--- config.mk ---
export PLATFORM = sky130hd
export DESIGN_NAME = fpvm_div
export DESIGN_NICKNAME = d
export VERILOG_FILES = /design/src/fpvm_pkg.sv /design/src/fpvm_div.sv
export SDC_FILE = /design/constraint.sdc
export NUM_CORES = 1
export LEC_CHECK = 0
export CORE_MARGIN = 1.5
export CORE_UTILIZATION = 50
export CTS_CLUSTER_DIAMETER = 50
export DETAILED_ROUTE_END_ITERATION = 16
export DONT_BUFFER_PORTS = 1
export PLACE_DENSITY = 0.73
export SLEW_MARGIN = 10
export SYNTH_ARGS = -nofsm -noshare
export SYNTH_HDL_FRONTEND = slang
export SYNTH_SLANG_ARGS = --single-unit
--- constraint.sdc ---
create_clock -name clk -period 3.58 [get_ports clk]
set_input_delay 0.537 -clock clk [delete_from_list [all_inputs] [get_ports clk]]
set_output_delay 0.537 -clock clk [all_outputs]
set_load 0.05 [all_outputs]
--- src/fpvm_pkg.sv ---
// fpvm_pkg: operation codes, status codes and fixed constants of the
// fixed-point stack machine execute unit; no dependencies
package fpvm_pkg;

  localparam logic [5:0] OP_PUSH_I   = 6'd0;
  localparam logic [5:0] OP_PUSH_R   = 6'd1;
  localparam logic [5:0] OP_RD_VAR   = 6'd2;
  localparam logic [5:0] OP_WR_VAR   = 6'd3;
  localparam logic [5:0] OP_RD_GVAR  = 6'd4;
  localparam logic [5:0] OP_WR_GVAR  = 6'd5;
  localparam logic [5:0] OP_MUL      = 6'd6;
  localparam logic [5:0] OP_DIV      = 6'd7;
  localparam logic [5:0] OP_ADD      = 6'd8;
  localparam logic [5:0] OP_SUB      = 6'd9;
  localparam logic [5:0] OP_JMP      = 6'd10;
  localparam logic [5:0] OP_JNZ      = 6'd11;
  localparam logic [5:0] OP_JZ       = 6'd12;
  localparam logic [5:0] OP_ENTER    = 6'd13;
  localparam logic [5:0] OP_LEAVE    = 6'd14;
  localparam logic [5:0] OP_RETURN   = 6'd15;
  localparam logic [5:0] OP_CALL     = 6'd16;
  localparam logic [5:0] OP_POP      = 6'd17;
  localparam logic [5:0] OP_TEQ      = 6'd18;
  localparam logic [5:0] OP_TNEQ     = 6'd19;
  localparam logic [5:0] OP_TL       = 6'd20;
  localparam logic [5:0] OP_TG       = 6'd21;
  localparam logic [5:0] OP_TLEQ     = 6'd22;
  localparam logic [5:0] OP_TGEQ     = 6'd23;
  localparam logic [5:0] OP_DUP      = 6'd24;
  localparam logic [5:0] OP_AINIT    = 6'd25;
  localparam logic [5:0] OP_AINIT_G  = 6'd26;
  localparam logic [5:0] OP_RD_ARR   = 6'd27;
  localparam logic [5:0] OP_RD_GARR  = 6'd28;
  localparam logic [5:0] OP_WR_ARR   = 6'd29;
  localparam logic [5:0] OP_WR_GARR  = 6'd30;
  localparam logic [5:0] OP_ENTRY    = 6'd31;

  localparam logic [2:0] ST_RUN  = 3'd0;
  localparam logic [2:0] ST_RET  = 3'd1;
  localparam logic [2:0] ST_OVF  = 3'd2;
  localparam logic [2:0] ST_UNF  = 3'd3;
  localparam logic [2:0] ST_BND  = 3'd4;
  localparam logic [2:0] ST_UNK  = 3'd5;
  localparam logic [2:0] ST_DIV0 = 3'd6;

  localparam logic [31:0] ONE_FX   = 32'h0001_0000;
  localparam logic [31:0] RET_MARK = 32'hFFFF_FFFF;

  localparam int DIV_STEPS = 48;

endpackage

--- src/fpvm_div.sv ---
// fpvm_div: iterative signed 16.16 divide, one quotient bit per cycle
// depends on fpvm_pkg
module fpvm_div (
  input  logic        clk,
  input  logic        rst_n,
  input  logic        go,
  input  logic [31:0] dvd,
  input  logic [31:0] dvs,
  output logic        done,
  output logic [31:0] quo
);

  localparam int CW = $clog2(fpvm_pkg::DIV_STEPS);

  logic          run_r, run_nxt;
  logic          done_r, done_nxt;
  logic [CW-1:0] cnt_r, cnt_nxt;
  logic [31:0]   rem_r, rem_nxt;
  logic [47:0]   qd_r, qd_nxt;
  logic [31:0]   dvs_r, dvs_nxt;
  logic          neg_r, neg_nxt;
  logic [32:0]   rsh;
  logic          ge;
  logic [31:0]   dvd_mag, dvs_mag;

  assign dvd_mag = dvd[31] ? (~dvd + 32'd1) : dvd;
  assign dvs_mag = dvs[31] ? (~dvs + 32'd1) : dvs;
  assign rsh = {rem_r, qd_r[47]};
  assign ge  = rsh >= {1'b0, dvs_r};

  always_comb begin
    run_nxt  = run_r;
    done_nxt = 1'b0;
    cnt_nxt  = cnt_r;
    rem_nxt  = rem_r;
    qd_nxt   = qd_r;
    dvs_nxt  = dvs_r;
    neg_nxt  = neg_r;
    if (go) begin
      run_nxt = 1'b1;
      cnt_nxt = '0;
      rem_nxt = '0;
      qd_nxt  = {dvd_mag, 16'h0000};
      dvs_nxt = dvs_mag;
      neg_nxt = dvd[31] ^ dvs[31];
    end else if (run_r) begin
      rem_nxt = ge ? 32'(rsh - {1'b0, dvs_r}) : rsh[31:0];
      qd_nxt  = {qd_r[46:0], ge};
      cnt_nxt = cnt_r + CW'(1);
      if (cnt_r == CW'(fpvm_pkg::DIV_STEPS - 1)) begin
        run_nxt  = 1'b0;
        done_nxt = 1'b1;
      end
    end
  end

  always_ff @(posedge clk) begin
    if (!rst_n) begin
      run_r  <= 1'b0;
      done_r <= 1'b0;
    end else begin
      run_r  <= run_nxt;
      done_r <= done_nxt;
    end
  end

  always_ff @(posedge clk) begin
    cnt_r <= cnt_nxt;
    rem_r <= rem_nxt;
    qd_r  <= qd_nxt;
    dvs_r <= dvs_nxt;
    neg_r <= neg_nxt;
  end

  assign done = done_r;
  assign quo  = neg_r ? (~qd_r[31:0] + 32'd1) : qd_r[31:0];

endmodule

Yosys cells after proc, flatten, opt, wreduce, memory -nomap -nowiden
Index checks and enable logic that the tools add are counted.
Widths: inputs -> output; s select.
{"block": "classes", "n_addsub": 5, "n_lt_le_gt_ge": 1, "eq_ne": 1, "n_mux": 10, "n_bitwise": 6, "n_reduce_logical": 2}
{"cell": "$add 32x1->32 const B", "n": 3}
{"cell": "$mux 32", "n": 3}
{"cell": "$mux 48", "n": 2}
{"cell": "$not 32->32", "n": 3}
{"cell": "$ge 33x32->1", "n": 1}
{"cell": "$sub 32x32->32", "n": 1}
{"cell": "$mux 31", "n": 1}
{"cell": "$add 6x1->6 const B", "n": 1}
{"cell": "$eq 6x6->1 const B", "n": 1}
{"cell": "$mux 1", "n": 4}
{"cell": "$reduce_or 3->1", "n": 1}
{"cell": "$not 1->1", "n": 2}
{"cell": "$reduce_bool 2->1", "n": 1}
{"cell": "$xor 1x1->1", "n": 1}
{"block": "totals", "reg_bits": 121, "inputBits": 67, "out_inout_bits": 33, "elab_cells": 34}

Depth between registers and ports, before layout
{"block": "logic_depth", "depth_word": 4, "mapped_depth": 14, "depth_no_buf": 12}

Worst setup path after synthesis
No wires, ideal clock.
{"block": "synth_timing", "kind": "reg-to-output", "start": "register qd_r[6]", "end": "output quo[30]", "arrival_ns": 3.124, "required_time_ns": 3.043, "path_slack_ns": -0.081, "stages_incl_launch_ff": 10, "path_cell_list": "dfxtp_1 buf_6 nor4_2 nand3_2 or3_4 or3_1 or4_4 or3_4 o41ai_2 xnor2_1"}
{"block": "synth_between", "elab_chain_len": 3}
{"element": "start: declaration", "line_no": "fpvm_div.sv:19", "rtl": "logic [47:0] qd_r, qd_nxt;"}
{"element": "start signal: assignment", "line_no": "fpvm_div.sv:70", "rtl": "qd_r <= qd_nxt;"}
{"element": "$not 32->32", "line_no": "fpvm_div.sv:76", "rtl": "assign quo = neg_r ? (~qd_r[31:0] + 32'd1) : qd_r[31:0];"}
{"element": "$add 32x1->32", "line_no": "fpvm_div.sv:76"}
{"element": "$mux 32", "line_no": "fpvm_div.sv:76"}
{"element": "end: declaration", "line_no": "fpvm_div.sv:10", "rtl": "output logic [31:0] quo"}
Every way passes these cells.

Final worst setup path
{"block": "layout_timing", "start": "register qd_r[2]", "end": "output quo[30]"}
The elaborated chain is that of the path after synthesis.

==> metrics <==
outcome=complete, but fails checks; failing checks=negative setup slack; met1 usage=27.6%; number of synthesized flops with an enable pin=65; initial core utilization=51.3%; area added between synthesis and finish=15.6%; number of slew-limit violations in the final report=0; overall power of the completed layout=4.49 mW; power per cell area=474 mW/mm2; via count=6626; count of buffers from port buffering=0; top-level port count=100; predominant post-synthesis flop cell=edfxtp_1; Post-Synthesis Mean Instance Area=9.12 um2; register bit count reported by yosys=121; cell-by-cell trace of the critical path=nor4_4, nand3_2, or3_4, or3_4, or4_4, or3_4, o41ai_4, xnor2_4; number of nets still failing antenna checks after routing=0; required time at the worst-slack endpoint=3.04 ns; met3 routing resource usage after global routing=4.89%; buffer depth of the longest clock path=2; Critical path origin=qd_r[2]; total global routing track utilization=21.5%; reported leakage power=3.80 nW; setup-violating endpoint count in the final report=6; asr flop ratio synth=0%; Hold/Removal Path Class=input port to register; Net Switching=1.36 mW; CTS tree=done; Most Crowded Layer GR=met2; worst-case reg-to-reg path depth=12; post-synthesis share of cell area spent on and, or, nand and nor gates=15.7%; fraction of layout instances using a drive strength above 1=12.4%; Iter 0 DRT Violations=440; synthesized-area fraction occupied by adder cells=5.75%; first-pass GRT wire length=29200 um; placer congestion estimate=0.888; number of gates on the worst path with buffers counted=8; number of placement rows=46; number of antenna violations at the first check in global routing=0; Cell Area, Synth=0.00818 mm2; Post-Route Skew=0.00715 ns; post-route non-filler standard cell count=1150; clock tree sinks=121; die footprint=0.0171 mm2; n_diodes=0; post-layout net count=1025; sum of routed wire length over all layers=18000 um; combinational group share of total power=24.2%; filler cell count=1363; fraction of the cycle the final worst path needs=110%; remaining design rule violation count=0; Core Box Area=0.0159 mm2; global-route met2 utilization=36.2%; xor/xnor cell area share of the yosys netlist=12.7%; shortest period the worst path allows=3.93 ns; final setup slack of the worst path=-0.346 ns; half-perimeter wire length after detailed placement=12500 um; complex-gate fraction of the synthesized area=19.1%; Setup TNS Final=-1.16 ns; Post-Route Hold Slack=0.198 ns; highest cell delay on the worst timing path=0.43 ns; path type of the worst setup path=register to output pin; clock latency at the later pin of the worst-skew pair=0.42 ns; sequential share of power=37.3%; category of the worst setup path launch point=register; number of optimization iterations in the first detailed-route pass=5; switch share=30.3%; max-capacitance violation count=0; part of the power in the clock network=38.5%; number of global-route vias before repair=6206; Worst setup endpoint=quo[30]; post-CTS clock slew at the launch and capture registers of the worst setup and hold paths=0.06 ns; IR Drop Worst-Case VDD=0.339 mV; slew of the pin with the lowest slew margin=1.10 ns; largest net degree at the start of global routing=113; sequential area share after synthesis=37.6%; commonest non-fill, non-tap cell in the layout=xnor2_1; cell mode on critical path=or3_4; critical path endpoint category=output pin; Post-Synthesis Net Count=1001; mean number of vias per cell=5.76; unrepaired setup endpoints after global routing=true; vertical extent of the die=131 um; gate count after technology mapping=897; share of the core filled with cells=59.3%; placed instance count=1111; Synthesis Warnings=0; maximum clock frequency=0.255 GHz; crit path max fanout=2; cell-internal power=3.12 mW; slowest library cell on the worst path=or4_4; largest family of logic cells by synthesized area=compound AO/OA/AOI/OAI gates; post-DR wirelength/cell=15.6 um; number of distinct standard cells referenced by the synthesized netlist=57; maximum level of the CTS H-tree=4; Root Buffer=clkbuf_16; Remaining Overflow, GRT=0; tightest slew margin relative to the limit=26.1%; most frequent cells in the layout=102 x xnor2_1, 78 x nand2_1, 74 x nor2_1; reg-to-reg critical path endpoint=rem_r[21]; number of buffers and inverters on the critical path=0; Die Span X=131 um; Arr. time, crit path=3.39 ns; cell family contributing the most delay on the critical path=simple AND/OR/NAND/NOR gates; mux share of post-synthesis cell area=4.77%; launch point of the worst reg-to-reg path=dvs_r[1]; number of buffers added by the clock tree synthesis step=17; final hold violations=0; FF-to-FF setup slack=0.45 ns
what timing repair did:
action / 4_1_cts / 5_1_grt
setup buffers: 3 / 4
hold buffers: 0 / 0
pin swaps: 5 / 6
endpoints found under the hold margin: 0 / 0
gates cloned: 0 / 0
setup endpoints to repair: 5 / 10
resized for setup: 17 / 13
registers in the layout (all words and copies together) (netlist names):
| register | flops |
|---|---|
| done | 1 |
| rem_r | 32 |
| dvs_r | 32 |
| cnt_r | 6 |
| neg_r | 1 |
| run_r | 1 |
| qd_r | 48 |
area by class of cell:
class                           count  area, um2  area share [%]
Inverter                           46        173            1.83
Tap cell                          216        270            2.86
Sequential cell                   121       3080            32.5
Multi-Input combinational cell    684       4910            52.0
Timing Repair Buffer               51        419            4.43
Clock inverter                     15        176            1.87
Clock buffer                       17        425            4.50
routing by layer:
layer / vias to the layer above / part of all wire, %
li1: 3320 / -
met1: 3141 / 46
met2: 145 / 49
met3: 20 / 3.9
met4: 0 / 1.4
met5: - / 0
worst min path at each step:
| stage | start | end | depth (start not counted) |
|---|---|---|---|
| floorplan | rem_r[2] | rem_r[2] | 2 |
| detailed placement | cnt_r[5] | cnt_r[5] | 2 |
| global route | go | rem_r[24] | 1 |
| CTS | go | rem_r[17] | 1 |
| global placement | cnt_r[5] | cnt_r[5] | 2 |
| finish | go | rem_r[19] | 1 |
metrics by stage:
step,setup slack [ns],cell area [um2]
after floorplan,0.0554,8200
after global placement,0.0876,8640
after detailed placement,0.0477,8640
after CTS,-0.367,9340
after global routing,-0.446,9450
final,-0.346,9450
Yosys cell counts (all sizes together) (7+ instances only):
master | n | area, um2
a211oi | 22 | 165
a21o | 11 | 82.6
a21oi | 38 | 190
a22o | 31 | 272
buf | 8 | 45.0
clkbuf | 38 | 143
dfxtp | 56 | 1120
edfxtp | 65 | 1950
ha | 36 | 450
inv | 46 | 173
mux2i | 39 | 390
nand2 | 79 | 297
nand2b | 12 | 75.1
nand3 | 15 | 80.1
nand4 | 9 | 56.3
nor2 | 74 | 278
nor2b | 7 | 43.8
nor3 | 12 | 60.1
nor4 | 7 | 65.1
o21ai | 57 | 285
o31ai | 25 | 188
o41ai | 11 | 111
or2 | 7 | 43.8
or3 | 18 | 123
or4 | 12 | 93.8
xnor2 | 106 | 928
xor2 | 13 | 114
power by group through the flow:
stage          Combinational (mW)  Clock (mW)  Sequential (mW)
6_report                     1.08        1.73             1.67
3_5_place_dp                 1.03           0             1.69
3_3_place_gp                 1.02           0             1.69
4_1_cts                      1.06        1.76             1.67
5_1_grt                      1.18        1.82             1.69
2_1_floorplan               0.854           0             1.67
logic make-up (layout without fill, tap and decap cells):
group,Yosys count,after routing
flops,121,121
buf+inv,92,129
mux,39,39
simple gates,261,261
compound gates,228,228
xor+xnor,119,119
fa+ha+maj,37,37
No activity file was read; power rests on OpenSTA's default activity.
